<file path="src/sv/ctt_pkg.sv">
// Shared constants and types for the coordinate tag table.
`default_nettype none
package ctt_pkg;

  localparam int SLOTS     = 64;
  localparam int IDX_W     = (SLOTS > 1) ? $clog2(SLOTS) : 1;
  localparam int CTR_W     = $clog2(SLOTS + 1);
  localparam int KEY_W     = 22;
  localparam int RAD_W     = 10;
  localparam int R2_W      = 2 * RAD_W;
  localparam int DX_W      = KEY_W + 1;
  localparam int SQ_W      = 2 * KEY_W;
  localparam int SUM_W     = SQ_W + 1;
  localparam int KIND_W    = 2;
  localparam int SLOT_W    = 6;
  localparam int COUNT_W   = 7;
  localparam logic [RAD_W-1:0] RAD_RESET = RAD_W'(8);

  typedef enum logic [KIND_W-1:0] {
    OP_LOOKUP = 2'd0,
    OP_ALLOC  = 2'd1,
    OP_EVICT  = 2'd2,
    OP_NONE   = 2'd3
  } op_t;

  // Slot index travelling down the scan pipeline.
  typedef struct packed {
    logic             vld;
    logic [IDX_W-1:0] idx;
  } tag_t;

  typedef struct packed {
    tag_t tag;
    logic far;
    logic busy;
  } dist_status_t;

endpackage
`default_nettype wire

</file>
<file path="src/sv/ctt_coord_mem.sv">
// Coordinate store: one write port, one registered read port.
`default_nettype none
module ctt_coord_mem (
  input  logic                              clk,
  input  logic                              we,
  input  logic [ctt_pkg::IDX_W-1:0]         waddr,
  input  logic signed [ctt_pkg::KEY_W-1:0]  wx,
  input  logic signed [ctt_pkg::KEY_W-1:0]  wz,
  input  logic                              re,
  input  logic [ctt_pkg::IDX_W-1:0]         raddr,
  output logic signed [ctt_pkg::KEY_W-1:0]  rx,
  output logic signed [ctt_pkg::KEY_W-1:0]  rz
);
  import ctt_pkg::*;

  logic signed [KEY_W-1:0] mem_x [SLOTS];
  logic signed [KEY_W-1:0] mem_z [SLOTS];

  always_ff @(posedge clk) begin
    if (we) begin
      mem_x[waddr] <= wx;
      mem_z[waddr] <= wz;
    end
    if (re) begin
      rx <= mem_x[raddr];
      rz <= mem_z[raddr];
    end
  end

endmodule
`default_nettype wire

</file>
<file path="config.mk">
export PLATFORM = sky130hd
export DESIGN_NAME = ctt_coord_mem
export DESIGN_NICKNAME = d
export VERILOG_FILES = /design/src/sv/ctt_pkg.sv /design/src/sv/ctt_coord_mem.sv
export SDC_FILE = /design/constraint.sdc
export NUM_CORES = 2
export LEC_CHECK = 0
export BUFFER_PORTS_ARGS = -buffer_cell sky130_fd_sc_hd__buf_2
export CAP_MARGIN = 15
export CORE_MARGIN = 2
export CORE_UTILIZATION = 60
export DETAILED_ROUTE_END_ITERATION = 8
export GPL_ROUTABILITY_DRIVEN = 0
export PLACE_DENSITY = 0.76
export RECOVER_POWER = 25
export SYNTH_ARGS = -nofsm -noshare
export SYNTH_HDL_FRONTEND = slang
export SYNTH_SLANG_ARGS = --single-unit
</file>
<file path="constraint.sdc">
create_clock -name clk -period 10.2 [get_ports clk]
set_clock_uncertainty 0.15 [all_clocks]
set_input_delay 1.53 -clock clk [delete_from_list [all_inputs] [get_ports clk]]
set_output_delay 1.53 -clock clk [all_outputs]
set_load 0.05 [all_outputs]
</file>
==> metrics.yaml <==
grt_util_all_layers_pct: 30.51
setup_violations: 0
cts_made_buffers: 286
outcome: "finished with violations"
violations: "max-capacitance violations, max-slew violations"
area_delta_synth_final_pct: 11.50
r2r-start: "mem_x[47][1]"
stdcell_area_sq_um: 120700
finalNonFillerCells: 7433
fmax_mhz: 215.6
vias_per_cell: 7.097
syn-instance-count: 4616
slew_violations: 1760
drive_gt1_share_pct: 27.02
ir_drop_v: 0.0002265
antenna_found_initial: 11
synth_area_sq_um: 108300
place_hpwl_microns: 136500
startpoint: "raddr[1]"
rsz0062_at_grt: "false"
cts.reportedPaths.clkPinSlew_ns: 0.06
start_kind: "input port"
design.core.area_sq_um: 178800
post-route-min-period_ns: 4.637
start_util_pct: 60.56
power_leakage_nw: 37.59
fin_ws_ns: 5.563
ys_seq_area_share_pct: 79.31
ioPinCount: 103
crit_arrival_ns: 5.11
cts_max_level: 5
drt_wl_total_microns: 277700
grt_max_degree: 115
whs_ns: 0.7981
ant_nets: 0
grt_pass1_wl_microns: 394100
rows: 155
p_per_area_nw_per_um2: 201.2
drtIter0Drc: 8621
chipHeight_microns: 428.8
dr.pass1.iters: 6
min_path_type: "register to register"
dp_slack_ns: 4.671
end_kind: "register"
vias: 52750
avgRoutedWirePerCell_microns: 37.36
cts_root_buf: "clkbuf_16"
fill_cells: 10490
cts_tree: "built"
synth-seq-cells: 2860
place_area_sq_um: 112000
postCtsHoldBufs: 0
fin_crit_sh_pct: 45.46
hold_violations: 0
required_ns: 10.67
worst_pin_slew_ns: 3.889
synth_area_per_cell_sq_um: 23.46
multi_input_area_sq_um: 21620
grt_pass1_vias: 53580
placed_cells: 6930
dieWidth_microns: 428.8
clk_latency_ns: 0.93
post_cts_resized: 0
crit_fanout: 100
max_cap_viol_count: 30
fin_nets: 4935
synth_warnings: 0
cts.sinks: 2860
grt.overflow.total: 0
die-area_sq_um: 183900
post-cts-setup-buffer-count: 0
relSlewSlack_pct: -159.3
clk_path_buf_depth: 4
hold_start: "mem_z[13][14]"
seq_area_sq_um: 85880
drc: 0
synth_cell_types: 31
setup_tns_ns: 0
criticalPathCategory: "input port to register"
syn_nets: 4675
numPortBuffers: 102
==> layout by cell type (no fill, tap or decap), types with 7 or more instances in the layout <==
master / count
nor2_4: 64
clkinv_2: 50
clkbuf_16: 293
o21ai_0: 84
mux2_2: 31
clkinv_1: 51
bufinv_16: 23
buf_4: 104
a211oi_1: 7
buf_2: 70
a221oi_1: 66
nand2_1: 42
o221ai_1: 40
mux4_2: 702
o22ai_1: 84
edfxtp_1: 2860
a21oi_1: 72
nor2_1: 85
clkbuf_1: 103
nor2b_1: 9
nor3_1: 15
buf_12: 9
mux2i_1: 153
diode_2: 7
==> layer usage <==
layer	GRT usage [%]	wire (microns)	vias to the layer above
li1	-	-	20310
met1	41.42	94790	27680
met2	48.29	134700	4054
met3	7.499	36050	700
met4	12.50	12160	10
met5	0	71	-
==> report_power, final <==
| group | leakage [nW] | internal [mW] | switching (mW) |
|---|---|---|---|
| logic | 7.53 | 0.389 | 0.783 |
| registers | 25.8 | 13.1 | 0.0397 |
| clock network | 4.30 | 5.82 | 4.22 |
| total | 37.6 | 19.3 | 5.04 |
==> cell usage after synthesis, drive strengths merged <==
master	instances	share of area [%]
edfxtp	2860	79
mux4	702	15
buf	160	0.84
mux2i	153	1.4
nor2	149	0.52
clkbuf	98	0.34
o21ai	84	0.39
o22ai	84	0.49
a21oi	72	0.33
a221oi	66	0.53
nand2	43	0.15
o221ai	40	0.32
mux2	31	0.32
nor3	15	0.069
nor2b	11	0.064
nand2b	8	0.046
a211oi	7	0.049
nand3	6	0.028
nand3b	6	0.042
or3b	5	0.040
o211ai	4	0.028
or2	4	0.023
and2	3	0.017
a41o	2	0.018
or3	2	0.012
nand4	1	0.0058
==> logic make-up (layout without fill, tap and decap cells) <==
group	Yosys count	count (layout)	share of synthesized area [%]
flops	2860	2860	79.31
mux	886	886	16.34
compound gates	359	359	2.158
buf+inv	258	713	1.185
simple gates	253	253	1.012
other cells	0	7	0
==> final timing paths <==
kind / endpoint / slack (ns) / cells past startpoint
max: rx[1] / 5.56 / 7
min: rz[14] / 0.80 / 4
min reg2reg: rz[14] / 0.80 / 4
max reg2reg: rx[1] / 7.56 / 5
==> final cells by class <==
| type | count | share of cell area (%) |
|---|---|---|
| Sequential cell | 2860 | 71.13 |
| Multi-Input combinational cell | 1498 | 17.91 |
| Timing Repair Buffer | 230 | 1.269 |
| Tap cell | 2355 | 2.440 |
| Clock inverter | 130 | 0.9793 |
| Clock buffer | 353 | 6.259 |
| Antenna cell | 7 | 0.01451 |
==> worst max-delay path, stage by stage <==
cell and delay, ns:
buf_8 0.55, buf_12 0.59, nand3b_1 0.70, o221ai_1 0.48, a21oi_1 0.10, a21oi_1 0.90, nor2_1 0.09
==> metrics by stage <==
step                      utilization, %  power [mW]
after floorplan                        -       13.99
after global placement             62.63       14.45
after detailed placement           62.63       14.48
after CTS                          67.51       24.34
after global routing               67.52       24.84
final                              67.53       24.30
==> state kept, by name, indices dropped and copies added (netlist names) <==
| signal | cells |
|---|---|
| rz | 22 |
| rx | 22 |
| mem_x | 1408 |
| mem_z | 1408 |
Power figures use the tool's default switching activity.
