$ cat src/sv/ctt_pkg.sv
// Shared constants and types for the coordinate tag table.
`default_nettype none
package ctt_pkg;

  localparam int SLOTS     = 64;
  localparam int IDX_W     = (SLOTS > 1) ? $clog2(SLOTS) : 1;
  localparam int CTR_W     = $clog2(SLOTS + 1);
  localparam int KEY_W     = 22;
  localparam int RAD_W     = 10;
  localparam int R2_W      = 2 * RAD_W;
  localparam int DX_W      = KEY_W + 1;
  localparam int SQ_W      = 2 * KEY_W;
  localparam int SUM_W     = SQ_W + 1;
  localparam int KIND_W    = 2;
  localparam int SLOT_W    = 6;
  localparam int COUNT_W   = 7;
  localparam logic [RAD_W-1:0] RAD_RESET = RAD_W'(8);

  typedef enum logic [KIND_W-1:0] {
    OP_LOOKUP = 2'd0,
    OP_ALLOC  = 2'd1,
    OP_EVICT  = 2'd2,
    OP_NONE   = 2'd3
  } op_t;

  // Slot index travelling down the scan pipeline.
  typedef struct packed {
    logic             vld;
    logic [IDX_W-1:0] idx;
  } tag_t;

  typedef struct packed {
    tag_t tag;
    logic far;
    logic busy;
  } dist_status_t;

endpackage
`default_nettype wire

$ cat src/sv/ctt_dist.sv
// Pipelined squared-distance check against the keep radius.
`default_nettype none
module ctt_dist (
  input  logic                              clk,
  input  logic                              rst,
  input  ctt_pkg::tag_t                     tag_in,
  input  logic signed [ctt_pkg::KEY_W-1:0]  rx,
  input  logic signed [ctt_pkg::KEY_W-1:0]  rz,
  input  logic signed [ctt_pkg::KEY_W-1:0]  kx,
  input  logic signed [ctt_pkg::KEY_W-1:0]  kz,
  input  logic [ctt_pkg::R2_W-1:0]          r2,
  output ctt_pkg::dist_status_t             status
);
  import ctt_pkg::*;

  tag_t                   tag_a;
  tag_t                   tag_b;
  logic signed [DX_W-1:0] dx;
  logic signed [DX_W-1:0] dz;
  logic [SQ_W-1:0]        sqx;
  logic [SQ_W-1:0]        sqz;
  logic signed [2*DX_W-1:0] prod_x;
  logic signed [2*DX_W-1:0] prod_z;
  logic [SUM_W-1:0]       dsum;

  assign prod_x = dx * dx;
  assign prod_z = dz * dz;
  assign dsum   = {1'b0, sqx} + {1'b0, sqz};

  always_ff @(posedge clk) begin
    if (rst) begin
      tag_a.vld <= 1'b0;
      tag_b.vld <= 1'b0;
    end else begin
      tag_a.vld <= tag_in.vld;
      tag_b.vld <= tag_a.vld;
    end
    tag_a.idx <= tag_in.idx;
    tag_b.idx <= tag_a.idx;
    dx  <= {rx[KEY_W-1], rx} - {kx[KEY_W-1], kx};
    dz  <= {rz[KEY_W-1], rz} - {kz[KEY_W-1], kz};
    // |d| < 2^22, so the square fits in 44 bits
    sqx <= prod_x[SQ_W-1:0];
    sqz <= prod_z[SQ_W-1:0];
  end

  assign status.tag  = tag_b;
  assign status.far  = tag_b.vld && (dsum > SUM_W'(r2));
  assign status.busy = tag_a.vld || tag_b.vld;

endmodule
`default_nettype wire

$ cat config.mk
export PLATFORM = sky130hd
export DESIGN_NAME = ctt_dist
export DESIGN_NICKNAME = d
export VERILOG_FILES = /design/src/sv/ctt_pkg.sv /design/src/sv/ctt_dist.sv
export SDC_FILE = /design/constraint.sdc
export NUM_CORES = 2
export LEC_CHECK = 0
export BUFFER_PORTS_ARGS = -buffer_cell sky130_fd_sc_hd__buf_2
export CORE_MARGIN = 2
export CORE_UTILIZATION = 55
export DETAILED_ROUTE_END_ITERATION = 12
export PLACE_DENSITY_LB_ADDON = 0.3
export SYNTH_ARGS = -nofsm -noshare
export SYNTH_HDL_FRONTEND = slang
export SYNTH_SLANG_ARGS = --single-unit
$ cat constraint.sdc
create_clock -name clk -period 7.5 [get_ports clk]
set_input_delay 1.125 -clock clk [delete_from_list [all_inputs] [get_ports clk]]
set_output_delay 1.125 -clock clk [all_outputs]
set_load 0.01 [all_outputs]
==> results_dict.tcl <==
set metrics [dict create \
    synthAdderAreaFrac_pct 58.3 \
    port_buffers 125 \
    finalHoldViolations 0 \
    grt_use_total_pct 25.4 \
    path_clk_slew_ns 0.08 \
    final_common_cell "inv_1" \
    fmax_mhz 139 \
    mappedNetlistNets 5938 \
    reg2reg_from "dx[13]" \
    gp_congestion 0.925 \
    ys_seq_area_share_pct 6.98 \
    htreeDepth 4 \
    post-route-period-util_pct 96.2 \
    slew_viol_final 0 \
    synthXorXnorAreaFrac_pct 4.21 \
    synth_top_family_by_area "adder cells" \
    drive_above_1_share_pct 8.62 \
    drc 0 \
    synth_edf_count 0 \
    start_util_pct 55.3 \
    cts_tree "done" \
    vias 29400 \
    finalCriticalPeriod_ns 7.21 \
    antenna_found_initial 0 \
    ctsLongestPathBuffers 2 \
    rrSetupSlack_ns 0.29 \
    critPathSlowestCell "fa_1" \
    grt_pass1_vias 31800 \
    mostFrequentLayoutCells "inv_1 (1286), fa_1 (992), nand2_1 (367)" \
    fill_cells 6550 \
    ant_nets 0 \
    fp.dieH_um 280 \
    cp-end-kind "flip-flop" \
    worst_pin_slew_ns 0.904 \
    rr_worst_depth 24 \
    grt_pass1_wl_um 156000 \
    status "finished clean" \
    muxShareOfSynthArea_pct 0.230 \
    clk-insertion-delay-late_ns 0.49 \
    io_pins 126 \
    synth.area.top_cells "fa_1 (47%), inv_1 (12%), ha_1 (11%)" \
    critPathLaunch "dx[13]" \
    synthFlopType "dfxtp_1" \
    netlist_area_mm2 0.0419 \
    synth_top_cell_area_share_pct 47.4 \
    core_mm2 0.0757 \
    rr_endpoint "sqx[42]" \
    final_util_pct 59.6 \
    routed_wl_um 92100 \
    syn_to_final_growth_pct 7.86 \
    drt_pass1_iterations 5 \
    cp.required_ns 7.87 \
    synth.largest_area_cell "fa_1" \
    setup_viol 0 \
    relSlewSlack_pct 39.5 \
    maxCapViolations 0 \
    via_per_inst 5.22 \
    die_area_mm2 0.0783 \
    synth-simple-area-share_pct 10.4 \
    drtIter0Drc 1550 \
    synth-compound-area-share_pct 7.28 \
    cts_hold_buf 0 \
    critPathArrivalTime_ns 7.58 \
    cp_slowest_stage_delay_ns 0.54 \
    cp_max_fo 26 \
    die_x_um 280 \
    critical_path.endpoint "sqx[42]" \
    dp_hpwl_um 80800 \
    crit_chain "buf_12 -> and2_2 -> fa_1 -> fa_1 -> inv_1 -> fa_1 -> inv_1 -> fa_1 -> fa_1 -> fa_1 -> inv_1 -> fa_1 -> inv_1 -> ha_1 -> a211oi_2 -> o211ai_1 -> a32oi_1 -> o2111ai_1 -> o211a_1 -> a41o_1 -> or4b_1 -> nand3_1 -> o21ai_1 -> xor2_1" \
    grt_max_degree 34 \
    post_drt_wl_per_cell_um 16.4 \
    ys_seq_elements 146 \
    std_cell_rows 101 \
    nets 6113 \
    yosysUniqueCellTypes 88 \
    synthArstFlopShare_pct 0 \
    cts_buffers 17 \
    root_buffer "clkbuf_16" \
    cp_common_cell "fa_1" \
    cts_sinks 146 \
    grt_overflow 0 \
    ys.warnings.count 0 \
    crit_type "flip-flop to flip-flop" \
    netlist_instances 4467 \
    syn_area_per_cell_um2 9.37 \
    hold_path_class "flip-flop to flip-flop" \
    start_kind "flip-flop" \
    finClkSkew_ns 0.0195 \
]
cells in the mapped netlist, drive strengths merged (8+ instances only):
cell type and count:
a211oi 22, a21boi 9, a21o 47, a21oi 130, a31o 10, a31oi 20
and2 190, and3 14, clkbuf 105, dfxtp 146, fa 992, ha 362
inv 1291, nand2 368, nand2b 21, nand3 35, nand4 19, nor2 142
nor2b 53, nor3 31, nor4 8, o211ai 18, o21a 20, o21ai 78
o21bai 17, or2 8, xnor2 152, xor2 49
critical path, delay by kind of cell (launching register included):
family                     cells  cell delay, ns
AOI/OAI and AO/OA              7            1.57
DFF                            1            0.32
buffers and inverters          5            0.37
adders and majority gates      8            3.81
and+or+nand+nor                3            0.87
xor gates and xnor gates       1            0.14
area by class of cell:
class	count	area, um^2	area share [%]
clock inverters	11	106	0.236
well taps	978	1220	2.71
flip-flops and latches	146	2970	6.59
repair buffers	267	1790	3.96
clock buffers	20	447	0.989
inverters	1293	4870	10.8
diodes	1	2.50	0.00554
multi-input cells	2917	33700	74.7
worst min path at each step:
stage | startpoint | to | slack (ns) | depth (start not counted)
floorplan | tag_a[0] | status[2] | 0.31 | 0
detailed placement | tag_a[2] | status[4] | 0.31 | 0
global route | tag_a[3] | status[5] | 0.33 | 0
CTS | tag_a[3] | status[5] | 0.33 | 0
global placement | tag_a[4] | status[6] | 0.31 | 0
finish | tag_a[3] | status[5] | 0.32 | 0
state kept, by name, summed over array words and instances, names as in the netlist:
name and cells:
dz 23, sqz 43, dx 23, sqx 43, tag_a 7, status 7
logic make-up after synthesis:
kind of cell | after synthesis
multiplexers | 9
buffers and inverters | 1404
adder cells (fa/ha/maj) | 1354
flip-flops | 146
other | 1
AND/OR/NAND/NOR | 909
XOR/XNOR | 201
AO/OA/AOI/OAI | 443
what timing repair did:
action | CTS | global route
endpoints found under the setup margin | 0 | 18
buffers inserted | 0 | 5
gates resized for setup | 0 | 69
per-stage QoR:
step                      instance area [um^2]  setup TNS, ns  worst slack [ns]  cells  hold WS, ns
after floorplan                          41900              0             0.342   4467        0.310
after global routing                     45100      -0.000255         -0.000255   5632        0.332
after detailed placement                 44400              0            0.0371   5596        0.312
after global placement                   44400              0             0.135   5596        0.311
after CTS                                44900              0            0.0129   5627        0.327
final                                    45200              0             0.288   5633        0.325
metal layers:
metal / part of all wire [%] / global-route usage (%)
met5: 0 / 0
met4: 2.7 / 7.75
met3: 4.7 / 2.59
met2: 51 / 44.3
met1: 41 / 33.4
Power is not shown: default switching activity piles up to over one toggle a cycle in this logic, so the estimate is an artifact.
